--- src/sv/rau_pkg.sv ---
// Package for the rational arithmetic unit: opcodes, status codes, item kinds and
// the sequencer states of the back end. Used by every module of the block but the queue.
`timescale 1ns / 1ps
package rau_pkg;

  typedef enum logic [2:0] {
    CMD_ADD = 3'd0,
    CMD_SUB = 3'd1,
    CMD_MUL = 3'd2,
    CMD_DIV = 3'd3,
    CMD_EQ  = 3'd4,
    CMD_INC = 3'd5
  } cmd_t;

  typedef enum logic [1:0] {
    STAT_OK   = 2'd0,
    STAT_ZDEN = 2'd1,
    STAT_OVF  = 2'd2
  } status_t;

  typedef enum logic [2:0] {
    K_ARITH = 3'd0,
    K_EQ    = 3'd1,
    K_INC   = 3'd2,
    K_ERR   = 3'd3,
    K_NOP   = 3'd4
  } kind_t;

  typedef enum logic [3:0] {
    S_IDLE,
    S_DECODE,
    S_MUL0,
    S_MUL1,
    S_MUL2,
    S_SUM,
    S_GCD,
    S_DIVN,
    S_DIVD,
    S_FINISH
  } state_t;

  localparam int KIND_BITS = 3;
  localparam int CMD_BITS  = 3;

endpackage

--- src/sv/rau_front.sv ---
// Front end of the rational arithmetic unit: takes a command beat, forms operand
// magnitudes and normalised signs, and classifies the item. Depends on rau_pkg.
`timescale 1ns / 1ps
module rau_front #(
  parameter int W = 32,
  parameter int DATA_BITS = rau_pkg::KIND_BITS + rau_pkg::CMD_BITS + 2 + 4 * W
) (
  input  logic [rau_pkg::CMD_BITS-1:0] cmd,
  input  logic [W-1:0]                 a_num,
  input  logic [W-1:0]                 a_den,
  input  logic [W-1:0]                 b_num,
  input  logic [W-1:0]                 b_den,
  output logic [DATA_BITS-1:0]         entry
);
  import rau_pkg::*;

  logic [W-1:0] anm, adm, bnm, bdm;
  logic         sa, sb;
  logic         a_den_zero, b_den_zero, b_num_zero;
  kind_t        kind;

  assign anm = a_num[W-1] ? (~a_num + W'(1)) : a_num;
  assign adm = a_den[W-1] ? (~a_den + W'(1)) : a_den;
  assign bnm = b_num[W-1] ? (~b_num + W'(1)) : b_num;
  assign bdm = b_den[W-1] ? (~b_den + W'(1)) : b_den;

  assign sa = (a_num[W-1] ^ a_den[W-1]) && (a_num != '0);
  assign sb = (b_num[W-1] ^ b_den[W-1]) && (b_num != '0);

  assign a_den_zero = (a_den == '0);
  assign b_den_zero = (b_den == '0);
  assign b_num_zero = (b_num == '0);

  always_comb begin
    if (cmd > CMD_INC) begin
      kind = K_NOP;
    end else if (a_den_zero || ((cmd <= CMD_EQ) && b_den_zero)
                 || ((cmd == CMD_DIV) && b_num_zero)) begin
      kind = K_ERR;
    end else if (cmd == CMD_INC) begin
      kind = K_INC;
    end else if (cmd == CMD_EQ) begin
      kind = K_EQ;
    end else begin
      kind = K_ARITH;
    end
  end

  assign entry = {kind, cmd, sa, sb, anm, adm, bnm, bdm};

endmodule

--- config.mk ---
export PLATFORM = sky130hd
export DESIGN_NAME = rau_front
export DESIGN_NICKNAME = d
export VERILOG_FILES = /design/src/sv/rau_pkg.sv /design/src/sv/rau_front.sv
export SDC_FILE = /design/constraint.sdc
export NUM_CORES = 1
export LEC_CHECK = 0
export ABC_AREA = 1
export ABC_CLOCK_PERIOD_IN_PS = 1500
export BUFFER_PORTS_ARGS = -buffer_cell sky130_fd_sc_hd__buf_2
export CORE_AREA = 2 2 102 104
export DETAILED_ROUTE_END_ITERATION = 10
export DIE_AREA = 0 0 104 106
export PLACE_DENSITY = 0.77
export SLEW_MARGIN = 40
export SYNTH_ARGS = -nofsm -noshare
export SYNTH_HDL_FRONTEND = slang
export SYNTH_SLANG_ARGS = --single-unit
--- constraint.sdc ---
create_clock -name vclk -period 1.5
set_clock_uncertainty 0.1 [all_clocks]
set_input_delay 0.075 -clock vclk [all_inputs]
set_output_delay 0.075 -clock vclk [all_outputs]
set_load 0.01 [all_outputs]
==> flow_results.org <==
** Min path
- The startpoint identified for the worst hold timing path is a_num[0].
- The worst hold path passes through 2 cells.
- In this run the worst hold path is classified as in -> out.
- The worst hold path terminates at entry[96].

** Yosys
- Summing every instance area after synthesis gives between 0.003 and 0.004 sq mm.
- By area the synthesized netlist is led by sky130_fd_sc_hd__nand2_1 22%, sky130_fd_sc_hd__xor2_1 17%, sky130_fd_sc_hd__nor2_1 13%.
- Synthesized netlist net count :: ~900
- Of the synthesized area, sequential elements account for 0%.
- Synth cell types :: 33
- After synthesis, the mean cell area works out to roughly 5 sq um.
- Share of the synthesized area in the top cell type :: a little over a fifth
- Cells after Synth :: slightly below 800
- The biggest area contributor in the post-synthesis netlist is sky130_fd_sc_hd__nand2_1.
- Yosys warning count :: 0

** Power
- Leak pwr :: 0.003477 uW
- IR analysis of the VDD net gives a maximum drop of between 0.2 and 0.25 mV.
- Power per cell area :: roughly 290 mW/mm^2

** GRT
- Maximum number of pins on one net before global-route repair :: 28
- The first global-routing pass estimated 24630 um of wire.
- After global routing the overflow that remains totals 0.
- The initial antenna violation count came to 0.
- For this run, global-route usage on met1 was measured as 31.43%.
- After global routing, the most crowded layer is met2.
- Global routing consumed, on the met2 layer, between 40% and 50% of the routing resources.
- For this run, the total global-route usage over all layers was measured as a little over a quarter.
- The number of global-route vias before repair came to ~5600.
- For this run, global-route usage on met3 was measured as around 2.9%.

** Routing
- After the first detailed-routing iteration, the DRC count stood at 374.
- The final route contains around 6300 vias.
- After detailed routing, the average wire length per cell comes to roughly 14 um.
- Per-cell via count in the routed design :: ~5.1
- For this run, the detailed router's first-pass iteration total came to 5.
- Antenna Nets Post-Route :: 0
- Summed over all layers, the routed wires come to between 15000 and 20000 um.
- In the routed design, unresolved DRC markers number 0.

** Floorplan
- Die area :: 0.01102 sq mm
- Top-level I/O count :: between 200 and 300
- The core region is between 0.009 and 0.01 sq mm.
- The die is 106 um tall.
- The floorplan step set the die width to approximately 100 um.
- Effective utilization at floorplan :: 39.59%
- Total number of placement rows :: 37

** Timing
- Endpoints failing hold :: 0
- The count of pins over their slew limit is 0.
- Fin crit share :: 104.2%
- The worst path in the final design needs a cycle of between 1.5 and 2 ns, including I/O delays and setup.
- Post-route setup slack :: -0.06310 ns
- Highest clock rate :: around 640 MHz
- Setup-failing EPs final :: 4
- Least-Margin Pin Slew :: roughly 0.60 ns
- Setup repair after global routing could not meet its margin everywhere.
- Measured against its own limit, the worst slew margin works out to between 50% and 60%.

** Place
- Including well taps, the total number of placed cells is approximately 1200.
- Sum of net half-perimeters after detailed placement :: roughly 13000 um
- At the end of routability-driven placement, the weighted congestion stood at about 0.97.
- Count of input and output buffers :: around 270
- Once placement finished, the instance area stood at slightly below 0.006 sq mm.

** Critical path
- Critical Path AT :: roughly 1.4 ns
- Along the worst path, the maximum fanout reaches 3.
- Data required, critical path :: 1.32 ns
- By startpoint and endpoint, the worst setup path is classified as in -> out.
- The worst setup path is captured at an output pin.
- Startpoint kind of the worst setup timing path :: input pin

** Finish
- The net count of the finished layout is roughly 1200.
- Final core utilization :: about 65%
- The finished layout holds between 1000 and 1500 standard cells, fillers aside.
- Most frequent standard cell in the layout excluding fill and tap cells :: sky130_fd_sc_hd__buf_2
- Total of clock buffers placed in the layout :: 0
- After routing the design area is ~0.0065 sq mm.
- The design has 0 sequential cells.
- Fraction of layout cells with a size suffix above 1 :: 42.99%
- The number of antenna diodes in the final layout is 0.
- Summing all flip-flop and latch instances after layout gives 0 sq um.
- Compared with the post-synthesis result, the final layout area differs by 64.63%.
- In the layout the commonest cells are 254 x sky130_fd_sc_hd__buf_2, 215 x sky130_fd_sc_hd__nand2_1, 95 x sky130_fd_sc_hd__inv_1.

** Job
- Max-cap violations in this run came to 0.

** Run status
- Violated checks :: setup timing
- Outcome :: finished, violations left

** Clock tree
- Hold repair after CTS inserted 0 buffers.
==> through the flow <==
step                TNS (ns)  hold slack, ns  power, uW  worst slack (ns)
floorplan                  0          0.1301      889.6            0.1590
global placement      -1.049          0.2491       1695          -0.08711
detailed placement    -1.739          0.2492       1702           -0.1315
CTS                 -0.01976          0.2608       1750          -0.01976
global route          -1.713          0.2601       2068           -0.1359
finish               -0.1111          0.2545       1914          -0.06310
==> worst max path at each step <==
stage           endpoint       from  slack [ns]  depth (start not counted)
2_1_floorplan  entry[86]   a_den[1]        0.16                          8
3_3_place_gp   entry[86]   a_den[1]       -0.09                         10
4_1_cts        entry[60]   b_num[0]       -0.02                         10
5_1_grt        entry[86]   a_den[5]       -0.14                          9
3_5_place_dp   entry[58]   b_num[0]       -0.13                         12
6_report       entry[61]  b_num[11]       -0.06                         10
==> timing repair <==
action	in CTS	in global routing
setup endpoints to repair	40	78
gates resized for setup	45	133
endpoints found under the hold margin	0	0
pin swaps	27	62
buffers inserted	5	11
==> cell usage after synthesis (all sizes together) (6+ instances only) <==
library cell	instances
nand2	235
nor2	145
inv	113
nand3	84
xor2	79
o21ai	35
buf	20
nand4	20
xnor2	15
nor3	9
a21oi	8
nand3b	6
nor4	6
==> logic make-up (layout without fill, tap and decap cells) <==
logic type	Yosys count	count (layout)	share of synthesized area, %
xor+xnor	94	94	20.99
fa+ha+maj	4	4	1.264
compound gates	44	44	7.017
buf+inv	135	451	14.10
simple gates	512	512	56.64
==> routing by layer <==
| layer | routed length, um | vias up |
|---|---|---|
| met5 | 0 | - |
| met4 | 397 | 0 |
| met3 | 1399 | 50 |
| met2 | 8736 | 347 |
| met1 | 6512 | 2828 |
| li1 | - | 3090 |
==> power breakdown <==
group / switching (uW) / internal, uW
Combinational: 1110 / 801
Sequential: 0 / 0
Clock: 0 / 0
Total: 1110 / 801
==> worst max-delay path, stage by stage <==
cell	delay, ns
sky130_fd_sc_hd__buf_2	0.13
sky130_fd_sc_hd__nor2_1	0.24
sky130_fd_sc_hd__nand2_2	0.14
sky130_fd_sc_hd__nor2_2	0.16
sky130_fd_sc_hd__nand2_1	0.12
sky130_fd_sc_hd__nor2_2	0.13
sky130_fd_sc_hd__xor2_1	0.15
sky130_fd_sc_hd__nand2_1	0.06
sky130_fd_sc_hd__nand2_1	0.06
sky130_fd_sc_hd__buf_2	0.13
==> area by class of cell <==
| class | instances | area (sq um) |
|---|---|---|
| multi-input combinational | 654 | 3887 |
| tap | 136 | 170.2 |
| fill | 906 | 3482 |
| inverter | 113 | 461.7 |
| timing repair buffer | 338 | 1998 |
Note: power is estimated with default switching activity, not from simulation.
