$ cat src/sv/rau_queue.sv
// Short register queue between the front and back ends of the rational
// arithmetic unit. Generic in width and depth; no package dependency.
`timescale 1ns / 1ps
module rau_queue #(
  parameter int DATA_BITS = 8,
  parameter int DEPTH = 2
) (
  input  logic                 clk,
  input  logic                 rst,
  input  logic                 push,
  input  logic [DATA_BITS-1:0] wdata,
  input  logic                 pop,
  output logic [DATA_BITS-1:0] rdata,
  output logic                 full,
  output logic                 empty
);
  localparam int AW = (DEPTH > 1) ? $clog2(DEPTH) : 1;
  localparam int CW = $clog2(DEPTH + 1);

  logic [DATA_BITS-1:0] slots [DEPTH];
  logic [AW-1:0]        wr_ptr, rd_ptr;
  logic [CW-1:0]        count;
  logic                 do_push, do_pop;

  assign full    = (count == CW'(DEPTH));
  assign empty   = (count == '0);
  assign do_push = push && !full;
  assign do_pop  = pop && !empty;
  assign rdata   = slots[rd_ptr];

  always_ff @(posedge clk) begin
    if (do_push) begin
      slots[wr_ptr] <= wdata;
    end
  end

  always_ff @(posedge clk) begin
    if (rst) begin
      wr_ptr <= '0;
      rd_ptr <= '0;
      count  <= '0;
    end else begin
      if (do_push) begin
        wr_ptr <= (wr_ptr == AW'(DEPTH - 1)) ? '0 : wr_ptr + AW'(1);
      end
      if (do_pop) begin
        rd_ptr <= (rd_ptr == AW'(DEPTH - 1)) ? '0 : rd_ptr + AW'(1);
      end
      if (do_push && !do_pop) begin
        count <= count + CW'(1);
      end else if (do_pop && !do_push) begin
        count <= count - CW'(1);
      end
    end
  end

endmodule

$ cat config.mk
export PLATFORM = sky130hd
export DESIGN_NAME = rau_queue
export DESIGN_NICKNAME = d
export VERILOG_FILES = /design/src/sv/rau_queue.sv
export SDC_FILE = /design/constraint.sdc
export NUM_CORES = 1
export LEC_CHECK = 0
export BUFFER_PORTS_ARGS = -buffer_cell sky130_fd_sc_hd__buf_2
export CORE_ASPECT_RATIO = 2
export CORE_MARGIN = 8
export CORE_UTILIZATION = 30
export CTS_BUF_LIST = sky130_fd_sc_hd__clkbuf_4
export DETAILED_ROUTE_END_ITERATION = 10
export PLACE_DENSITY_LB_ADDON = 0.15
export SLEW_MARGIN = 10
export SYNTH_ARGS = -nofsm -noshare
export SYNTH_HDL_FRONTEND = slang
export SYNTH_SLANG_ARGS = --single-unit
$ cat constraint.sdc
create_clock -name clk -period 2.3 [get_ports clk]
set_input_delay 0.46 -clock clk [delete_from_list [all_inputs] [get_ports clk]]
set_output_delay 0.46 -clock clk [all_outputs]
set_load 0.05 [all_outputs]
==> results of run 1 <==
==> layout make-up <==
type                    instances  area [um2]  area share [%]
flip-flops and latches         21         581            60.6
multi-input cells              26         200            20.9
repair buffers                 21         105            11.0
well taps                      28        35.0            3.66
clock buffers                   4        30.0            3.13
inverters                       2        7.51           0.783
==> stage by stage <==
stage	hold slack [ns]	cells	area [um2]	setup WS [ns]	util, %
finish	0.353	102	958	0.400	37.8
detailed placement	0.491	98	928	0.681	36.6
CTS	0.347	102	958	0.362	37.8
global route	0.329	102	958	0.294	37.8
global placement	0.469	98	928	0.700	36.6
floorplan	0.452	50	793	0.457	-
==> sequential cells by signal (all words and copies together), names as in the netlist, named ones only <==
name	flops
count	2
wr_ptr	1
rd_ptr	1
slots	16
==> cell families (layout without fill, tap and decap cells) <==
group,after synthesis,count (layout),synth area share [%]
flip-flops,21,21,73.2
AO/OA/AOI/OAI,5,5,3.15
buffers and inverters,3,27,1.58
adder cells (fa/ha/maj),1,1,1.58
AND/OR/NAND/NOR,9,9,5.84
multiplexers,8,8,11.4
XOR/XNOR,3,3,3.31
==> path summary, 6_finish.rpt <==
check / startpoint / to
setup reg to reg: count[0]$_SDFFE_PP0P_ / count[1]$_SDFFE_PP0P_
setup / recovery: flip-flop / rdata[6]
hold reg to reg: wr_ptr$_SDFFE_PP0N_ / wr_ptr$_SDFFE_PP0N_
hold / removal: wdata[0] / slots[1][0]$_DFFE_PP_
==> power by group <==
| group | internal (mW) | switching (mW) | leakage (nW) |
|---|---|---|---|
| registers | 0.484 | 0.0517 | 0.191 |
| clock network | 0.0791 | 0.0981 | 0.0184 |
| logic | 0.150 | 0.346 | 0.172 |
==> metal layers <==
layer,vias to the layer above,GRT usage [%]
met2,14,10.4
met5,-,0
met3,2,2.86
met1,217,6.06
li1,227,-
met4,0,4.27
==> Yosys cell counts, drive strengths merged <==
library cell / n
a21oi: 2
and2: 1
buf: 1
dfxtp: 5
edfxtp: 16
ha: 1
inv: 2
mux2: 8
nor2: 5
nor2b: 1
o21ai: 3
or3: 2
xor2: 3
==> worst max-delay path, cell delays in order, from the launching register on <==
cell	delay, ns
dfxtp_1	0.56
mux2_2	0.38
buf_2	0.21
==> metrics.md, run 1 <==
| Metric | Value |
|---|---|
| Slew Limit Fails | `0` |
| DIE AREA | `4650 um2` |
| Synth top area cells | `edfxtp_1, dfxtp_1, mux2_2` |
| Post-Syn Instances | `50` |
| Hold Fails Final Rpt | `0` |
| VDD IR-drop max | `0.809 mV` |
| Max-Cap Viols | `0` |
| Antenna violations before repair | `0` |
| Gpl congestion | `0.632` |
| Drt pass-1 iters | `3` |
| Die Ht | `88.7 um` |
| Gr ovfl total | `0` |
| Worst slew margin | `73.6%` |
| Setup TNS | `0 ns` |
| Postcts setup bufs | `0` |
| Hold buffer count at CTS | `0` |
| Worst Skew | `0.00290 ns` |
| Post_cts resized | `0` |
| Syn-to-layout area delta | `20.8%` |
| FP Rows | `26` |
| Fillcell total | `259` |
| Worst hold stages | `1` |
| Number of I/O pins | `22` |
| Clock Sinks | `21` |
| Share of the synthesized area in the top cell type | `60.6%` |
| Wire per inst | `13.1 um` |
| ANT cells | `0` |
| Yosys warning total | `0` |
| Largest area contributor in the netlist | `edfxtp_1` |
| Initial DRC Count | `6` |
| Crit path kind | `flip-flop to output port` |
| First-pass GRT wire length | `2.21 mm` |
| Core Area | `2540 um2` |
| Synthesized net count | `63` |
| PortBufs | `21` |
| Largest net degree at the start of global routing | `12` |
| Synth Cell Area | `793 um2` |
| Fin crit share | `82.6%` |
| Leakage | `0.381 nW` |
| Most frequent cells in the layout | `buf_2, edfxtp_1, mux2_2, nor2_1, dfxtp_1` |
| Initial core utilization | `31.3%` |
| Hold WC Path Type | `input port to flip-flop` |
| Post-synthesis sequential area ratio | `73.2%` |
| Top layer in use | `met4` |
| Total Wirelength | `1.34 mm` |
| CTS tree | `yes` |
| Critical Path Sink Type | `output port` |
| Maximum level of the CTS H-tree | `1` |
| Total CTS buffers | `3` |
| Number of global-route vias before repair | `515` |
| Vias per cell | `4.51` |
| Final setup fails | `0` |
| Arrival time worst endpoint | `1.44 ns` |
| DRC | `0` |
| R2R setup slack | `0.72 ns` |
| Unrepaired setup endpoints after global routing | `no` |
| Yosys reg bits | `21` |
| Layout cells sized above 1 | `45.9%` |
| Die width | `52.4 um` |
| Reg clk slew, reported paths | `0.11 ns` |
| Routed Antenna Nets | `0` |
| Worst Max-Slew Pin Slew | `0.396 ns` |
| FF-to-FF path depth | `4` |
| Netlist cell types | `13` |
| Worst setup SP type | `flip-flop` |
| DR vias | `460` |
| Hpwl dp | `1.07 mm` |
| Most common cell after layout, fill and taps aside | `buf_2` |
| Total power | `1.21 mW` |
| Status | `completed` |
| P per Cell Area | `1260 nW/um2` |
| Root Driver | `clkbuf_4` |
| Fin crit period | `1.90 ns` |
| CP required | `1.84 ns` |
| Final #Nets | `88` |
| M1 WL | `472 um` |
| Clk_lat worst skew | `0.29 ns` |
| Routed wl met3 | `128 um` |
| FMAX | `526 MHz` |
| Worst Path Max Fanout | `8` |
| Routed met2 length | `712 um` |
| Syn Area/Cell | `15.9 um2` |
| Clk buf depth | `2` |
| Gr usage total | `6.35%` |
(Power assumes the default switching activity.)
==> run 2: changes to the inputs <==
--- a/config.mk
+++ b/config.mk
@@ -5,6 +5,7 @@
 export SDC_FILE = /design/constraint.sdc
 export NUM_CORES = 1
 export LEC_CHECK = 0
+export ABC_AREA = 1
 export BUFFER_PORTS_ARGS = -buffer_cell sky130_fd_sc_hd__buf_2
 export CORE_ASPECT_RATIO = 2
 export CORE_MARGIN = 8
==> constraint.sdc (replaced) <==
create_clock -name clk -period 1.9 [get_ports clk]
set_input_delay 0.38 -clock clk [delete_from_list [all_inputs] [get_ports clk]]
set_output_delay 0.38 -clock clk [all_outputs]
set_load 0.05 [all_outputs]
==> run 2 against run 1 <==
  * Global-route usage increased by 0.53 points
  * Largest power group unchanged
  * Sequential power increased by 21%
  * Clock power increased by 24%
  * Highest routed layer unchanged
  * Combinational power increased by 23%
  * Non-clock buffer count increased by 2
  * Final cell count increased by 15%
  * Area after synthesis increased by 4.4%
  * Power increased by 22%
  * Worst setup slack got worse by 0.20 ns
  * Via count increased by 17%
==> metrics.md, run 2 <==
| Metric | Value |
|---|---|
| Status | `completed` |
| Hpwl dp | `1.17 mm (+9.3%)` |
| Arrival time worst endpoint | `1.32 ns (-0.12 ns)` |
| Hold Fails Final Rpt | `0 (unchanged)` |
| Synth top cells by count | `edfxtp_1, nor2_1, mux2_2` |
| Post-Syn Instances | `62 (+24%)` |
| Biggest regs | `slots (16), count (2)` |
| Post-synthesis sequential area ratio | `70.1% (-3.1 points)` |
| First-pass GRT wire length | `2.44 mm (+11%)` |
| R2R setup slack | `0.45 ns (-0.27 ns)` |
| Critical Path Sink Type | `output port` |
| FMAX | `588 MHz` |
| Wire per inst | `12.4 um (-5.3%)` |
| Final setup fails | `0 (unchanged)` |
| Core Area | `2700 um2 (+6.5%)` |
| Reg clk slew, reported paths | `0.11 ns (about the same)` |
| DR vias | `537 (+17%)` |
| Gr usage total | `6.88% (+0.53 points)` |
| Synth Cell Area | `828 um2 (+4.4%)` |
| Yosys warning total | `0 (unchanged)` |
| Worst Max-Slew Pin Slew | `0.303 ns (-0.0926 ns)` |
| Hold buffer count at CTS | `0 (unchanged)` |
| Syn Area/Cell | `13.4 um2 (-16%)` |
| Most frequent cell after synthesis | `edfxtp_1` |
| Fin crit share | `89.6%` |
| Slew Limit Fails | `0 (unchanged)` |
| Setup TNS | `0 ns (unchanged)` |
| Die width | `53.2 um (+1.5%)` |
| Number of I/O pins | `22 (unchanged)` |
| Core Util, Final | `37.4% (-0.36 points)` |
| Post-Synth Adder-Cell Area | `1.51% (-0.067 points)` |
| Worst hold stages | `1 (unchanged)` |
| Layout cells sized above 1 | `46.6% (+0.64 points)` |
| Leakage | `0.420 nW (+10%)` |
| Post-synth ARST share | `0% (unchanged)` |
| Antenna violations before repair | `0 (unchanged)` |
| Xor-xnor portion of the synthesized cell area | `0% (-3.3 points)` |
| Die Ht | `90.3 um (+1.8%)` |
| Unrepaired setup endpoints after global routing | `no` |
| Most frequent cells in the layout | `buf_2, edfxtp_1, nor2_1, mux2_2, inv_1` |
| Fillcell total | `296 (+14%)` |
| Worst slew margin | `79.8% (+6.1 points)` |
| Share of the synthesized area in the top cell type | `58.0% (-2.6 points)` |
| Total Wirelength | `1.45 mm (+8.7%)` |
| Largest area contributor in the netlist | `edfxtp_1` |
| Root Driver | `clkbuf_4` |
| Area after DPL | `980 um2 (+5.5%)` |
| DIE AREA | `4800 um2 (+3.3%)` |
| VDD IR-drop max | `0.686 mV (-15%)` |
| Worst setup SP type | `flip-flop` |
| FP Rows | `27 (+3.8%)` |
| FF-to-FF End | `count[1]$_SDFFE_PP0P_` |
| Total CTS buffers | `3 (unchanged)` |
| Mux cell area share after synthesis | `10.9% (-0.48 points)` |
| Hold_sp | `wdata[0]` |
| Hold WC Path Type | `input port to flip-flop` |
| Post-synth EDFFs | `16 (unchanged)` |
| Final #Nets | `102 (+16%)` |
| Worst Path Max Fanout | `8 (unchanged)` |
| Largest net degree at the start of global routing | `12 (unchanged)` |
| Initial DRC Count | `4 (-2)` |
| Worst Skew | `0.0113 ns (+0.00839 ns)` |
| FF-to-FF path depth | `9 (+5)` |
| Gr ovfl total | `0 (unchanged)` |
| DRC | `0 (unchanged)` |
| Fin crit period | `1.70 ns` |
| R2R Path Start | `count[1]$_SDFFE_PP0P_` |
| P per Cell Area | `1460 nW/um2 (+16%)` |
| Routed Antenna Nets | `0 (unchanged)` |
| Most common cell after layout, fill and taps aside | `buf_2` |
| Synth Area in Compound Gates | `4.53% (+1.4 points)` |
| Synth top area cells | `edfxtp_1, dfxtp_1, mux2_2` |
| Maximum level of the CTS H-tree | `1 (unchanged)` |
| Netlist cell types | `16 (+3)` |
| Hold EP | `slots[0][0]$_DFFE_PP_` |
| Post-synthesis simple-gate area fraction | `8.31% (+2.5 points)` |
| Top_reg_cell synth | `edfxtp_1` |
| Number of global-route vias before repair | `615 (+19%)` |
| Syn-to-layout area delta | `22.1%` |
| Biggest register | `slots` |
| Design area | `1010 um2 (+5.5%)` |
| CP max stage cell | `dfxtp_2` |
| Clk_lat worst skew | `0.30 ns (about the same)` |
| Critical path cell sequence | `mux2_2 > buf_2` |
| Crit path kind | `flip-flop to output port` |
| Largest register FFs | `16 (unchanged)` |
| Vias per cell | `4.59 (+1.8%)` |
| Largest family of logic cells by synthesized area | `multiplexers` |
| Initial core utilization | `30.6% (-0.61 points)` |
| Max-Cap Viols | `0 (unchanged)` |
| Gpl congestion | `0.636 (+0.78%)` |
| ANT cells | `0 (unchanged)` |
| CP required | `1.52 ns (-0.32 ns)` |
| Clock Sinks | `21 (unchanged)` |
| Max incr delay on CP | `0.46 ns (-0.10 ns)` |
| CTS tree | `yes` |
| Drt pass-1 iters | `2 (-1)` |
| Yosys reg bits | `21 (unchanged)` |
| Synthesized net count | `75 (+19%)` |
| PortBufs | `21 (unchanged)` |
| Clk buf depth | `2 (unchanged)` |
run 2: cells by family (layout without fill, tap and decap cells):
logic type                 after synthesis  count (layout)
AOI/OAI and AO/OA                        6               6
muxes                                    8               8
adders and majority gates                1               1
and+or+nand+nor                         16              16
buffers and inverters                   10              36
DFF                                     21              21
run 2: how the worst max path moves through the flow:
stage	from	end	cells after the start
floorplan	count[1]$_SDFFE_PP0P_	full	2
finish	flip-flop	rdata[0]	2
global route	flip-flop	rdata[7]	2
CTS	flip-flop	rdata[1]	2
global placement	flip-flop	rdata[0]	2
detailed placement	flip-flop	rdata[0]	2
run 2: routing by layer:
metal  share of wire [%]  global-route usage (%)
met1                  35                    5.54
met2                  54                    12.1
met3                 7.8                    2.64
met4                 3.4                    5.08
met5                   0                       0
run 2: critical path, delay by kind of cell, from the launching register on:
family	cells	cell delay, ns
buffers and inverters	1	0.21
DFF	1	0.46
muxes	1	0.35
run 2: metrics by stage:
step,hold slack [ns],instances,worst slack [ns],total power [mW]
final,0.260,117,0.198,1.48
after detailed placement,0.509,113,0.389,1.28
after global placement,0.487,113,0.399,1.27
after global routing,0.249,117,0.122,1.57
after floorplan,0.474,62,0.432,1.14
after CTS,0.256,117,0.0389,1.50
run 2: final cells by class:
type / count / area, um2 / area share (%)
Sequential cell: 21 / 582 / 57.5
Multi-Input combinational cell: 31 / 209 / 20.7
Inverter: 9 / 33.8 / 3.34
Timing Repair Buffer: 23 / 120 / 11.9
Tap cell: 29 / 36.3 / 3.59
Clock buffer: 4 / 30.0 / 2.97
run 2: timing repair:
item,4_1_cts,5_1_grt
setup buffers,0,0
resized for setup,0,1
setup endpoints to repair,0,8
run 2: power breakdown:
group	internal (mW)	switching, mW	leakage, nW
Combinational	0.185	0.422	0.210
Clock	0.0960	0.124	0.0184
Sequential	0.587	0.0641	0.191
Total	0.868	0.610	0.420
==> run 3: changes to the inputs <==
--- a/config.mk
+++ b/config.mk
@@ -13,6 +13,7 @@
 export CTS_BUF_LIST = sky130_fd_sc_hd__clkbuf_4
 export DETAILED_ROUTE_END_ITERATION = 10
 export PLACE_DENSITY_LB_ADDON = 0.15
+export SETUP_SLACK_MARGIN = 0.4
 export SLEW_MARGIN = 10
 export SYNTH_ARGS = -nofsm -noshare
 export SYNTH_HDL_FRONTEND = slang
==> run 3 against run 2 <==
  * Worst setup slack improved by 0.092 ns
  * Utilization increased by 3.7 points
  * Sequential power increased by 2%
  * Final cell count increased by 0.85%
  * Via count increased by 0.56%
  * Register-to-register slack improved by 0.08 ns
  * Count of clock-buffer cells in the layout unchanged
  * First-iteration DRC count increased by 50%
  * Clock power about the same
  * Critical path type unchanged
  * Largest cell class unchanged
==> metrics.md, run 3 (synthesis gave the netlist of run 2 again) <==
| Metric | Value |
|---|---|
| Design area | `1110 um2 (+9.8%)` |
| R2R Path Start | `count[1]$_SDFFE_PP0P_` |
| Leakage | `0.471 nW (+12%)` |
| Routed Antenna Nets | `0 (unchanged)` |
| Gr usage total | `7.04% (+0.16 points)` |
| Final #Nets | `103 (+0.98%)` |
| CP required | `1.52 ns (about the same)` |
| Clk buf depth | `2 (unchanged)` |
| Hold EP | `slots[0][0]$_DFFE_PP_` |
| Syn-to-layout area delta | `34.0%` |
| Layout cells sized above 1 | `50.6% (+4.0 points)` |
| FMAX | `621 MHz (+5.7%)` |
| Biggest regs | `slots (16), count (2)` |
| Combined area of the multi-input logic cells | `239 um2 (+14%)` |
| Initial core utilization | `30.6% (unchanged)` |
| Register area | `587 um2 (+0.86%)` |
| Worst Max-Slew Pin Slew | `0.250 ns (-0.0528 ns)` |
| Die width | `53.2 um (unchanged)` |
| Root Driver | `clkbuf_4` |
| Clock Sinks | `21 (unchanged)` |
| Worst slew margin | `83.4% (+3.7 points)` |
| DIE AREA | `4800 um2 (unchanged)` |
| Crit path kind | `flip-flop to output port` |
| Arrival time worst endpoint | `1.23 ns (-0.09 ns)` |
| Total Wirelength | `1.52 mm (+5.0%)` |
| Reg clk slew, reported paths | `0.11 ns (about the same)` |
| Wire per inst | `12.9 um (+4.1%)` |
| Fin cells | `118 (+0.85%)` |
| Gpl congestion | `0.636 (unchanged)` |
| FF-to-FF path depth | `9 (unchanged)` |
| Vias per cell | `4.58 (-0.29%)` |
| Setup TNS | `0 ns (unchanged)` |
| Largest net degree at the start of global routing | `12 (unchanged)` |
| Most common cell after layout, fill and taps aside | `edfxtp_1` |
| Worst Skew | `0.00508 ns (-0.00620 ns)` |
| Critical Path Sink Type | `output port` |
| R2R setup slack | `0.53 ns (+0.08 ns)` |
| ANT cells | `0 (unchanged)` |
| FP Rows | `27 (unchanged)` |
| Fin crit period | `1.61 ns (-0.0920 ns)` |
| Hpwl dp | `1.17 mm (unchanged)` |
| Maximum level of the CTS H-tree | `1 (unchanged)` |
| Drt pass-1 iters | `2 (unchanged)` |
| Largest register FFs | `16 (unchanged)` |
| Cells after DPL | `113 (unchanged)` |
| Number of global-route vias before repair | `611 (-0.65%)` |
| Biggest register | `slots` |
| Hold_sp | `wdata[0]` |
| Hold buffer count at CTS | `0 (unchanged)` |
| Total CTS buffers | `3 (unchanged)` |
| DR vias | `540 (+0.56%)` |
| FF-to-FF End | `count[1]$_SDFFE_PP0P_` |
| Clk_lat worst skew | `0.30 ns (about the same)` |
| Fillcell total | `287 (-3.0%)` |
| P per Cell Area | `1460 nW/um2 (-0.29%)` |
| Core Area | `2700 um2 (unchanged)` |
| Antenna violations before repair | `0 (unchanged)` |
| Worst hold stages | `1 (unchanged)` |
| DRC | `0 (unchanged)` |
| Hold WC Path Type | `input port to flip-flop` |
| Setup Slack @ Placement | `0.389 ns (unchanged)` |
| Worst setup margin | `0.291 ns (+0.0920 ns)` |
| Die Ht | `90.3 um (unchanged)` |
| Gr ovfl total | `0 (unchanged)` |
| Most frequent cells in the layout | `edfxtp_1, buf_2, nor2_1, mux2_4, buf_6` |
| Minimum hold slack | `0.263 ns (+0.00296 ns)` |
| Fin crit share | `84.7% (-4.8 points)` |
| Unrepaired setup endpoints after global routing | `yes` |
| Worst setup SP type | `flip-flop` |
| Status | `completed` |
| PortBufs | `21 (unchanged)` |
| Number of I/O pins | `22 (unchanged)` |
| Area after DPL | `980 um2 (unchanged)` |
| Initial DRC Count | `6 (+2)` |
| Max-Cap Viols | `0 (unchanged)` |
| Final setup fails | `0 (unchanged)` |
| Slew Limit Fails | `0 (unchanged)` |
| Worst Path Max Fanout | `8 (unchanged)` |
| VDD IR-drop max | `0.723 mV (+5.4%)` |
| Hold Fails Final Rpt | `0 (unchanged)` |
| First-pass GRT wire length | `2.50 mm (+2.5%)` |
| CTS tree | `yes` |
==> run 3: cell count changes in the layout (fill, tap and decap cells not counted), sizes merged <==
cell / previous run / this run
buf: 23 / 24
==> run 3: worst max-delay path, stage by stage, from the launching register on <==
cell     delay, ns
dfxtp_4       0.45
mux2_4        0.33
buf_8         0.15
==> run 3: routing by layer <==
metal  wire length, um  part of all wire (%)  global-route usage, %  up-vias
met5                 0                     0                      0        -
met4                51                   3.3                   5.08        0
met3               108                   7.1                   2.48        5
met2               832                    55                   12.2       17
met1               531                    35                   6.04      251
li1                  -                     -                      -      267
==> run 3: stage by stage <==
stage / total power, mW / utilization (%)
floorplan: 1.14 / -
global placement: 1.27 / 36.3
detailed placement: 1.28 / 36.3
CTS: 1.62 / 40.6
global route: 1.71 / 41.1
finish: 1.62 / 41.1
==> run 3: worst max path at each step <==
stage	from	endpoint	slack (ns)	depth (start not counted)
2_1_floorplan	count[1]$_SDFFE_PP0P_	full	0.43	2
6_report	flip-flop	rdata[0]	0.29	2
5_1_grt	flip-flop	rdata[0]	0.24	2
3_5_place_dp	flip-flop	rdata[0]	0.39	2
4_1_cts	flip-flop	rdata[4]	0.27	2
3_3_place_gp	flip-flop	rdata[0]	0.40	2
==> run 3: power breakdown <==
| group | switching, mW | internal (mW) |
|---|---|---|
| logic | 0.441 | 0.292 |
| clock network | 0.122 | 0.0960 |
| registers | 0.0731 | 0.594 |
==> run 3: final cells by class <==
class | count | area share (%)
flip-flops and latches | 21 | 52.9
multi-input cells | 31 | 21.5
repair buffers | 24 | 16.6
well taps | 29 | 3.27
inverters | 9 | 3.04
clock buffers | 4 | 2.71
==> run 3: repair_timing <==
action / 4_1_cts / 5_1_grt
endpoints found under the setup margin: 9 / 12
resized for setup: 28 / 3
setup buffers: 0 / 1
pin swaps: 0 / 1
cloned: 0 / 0
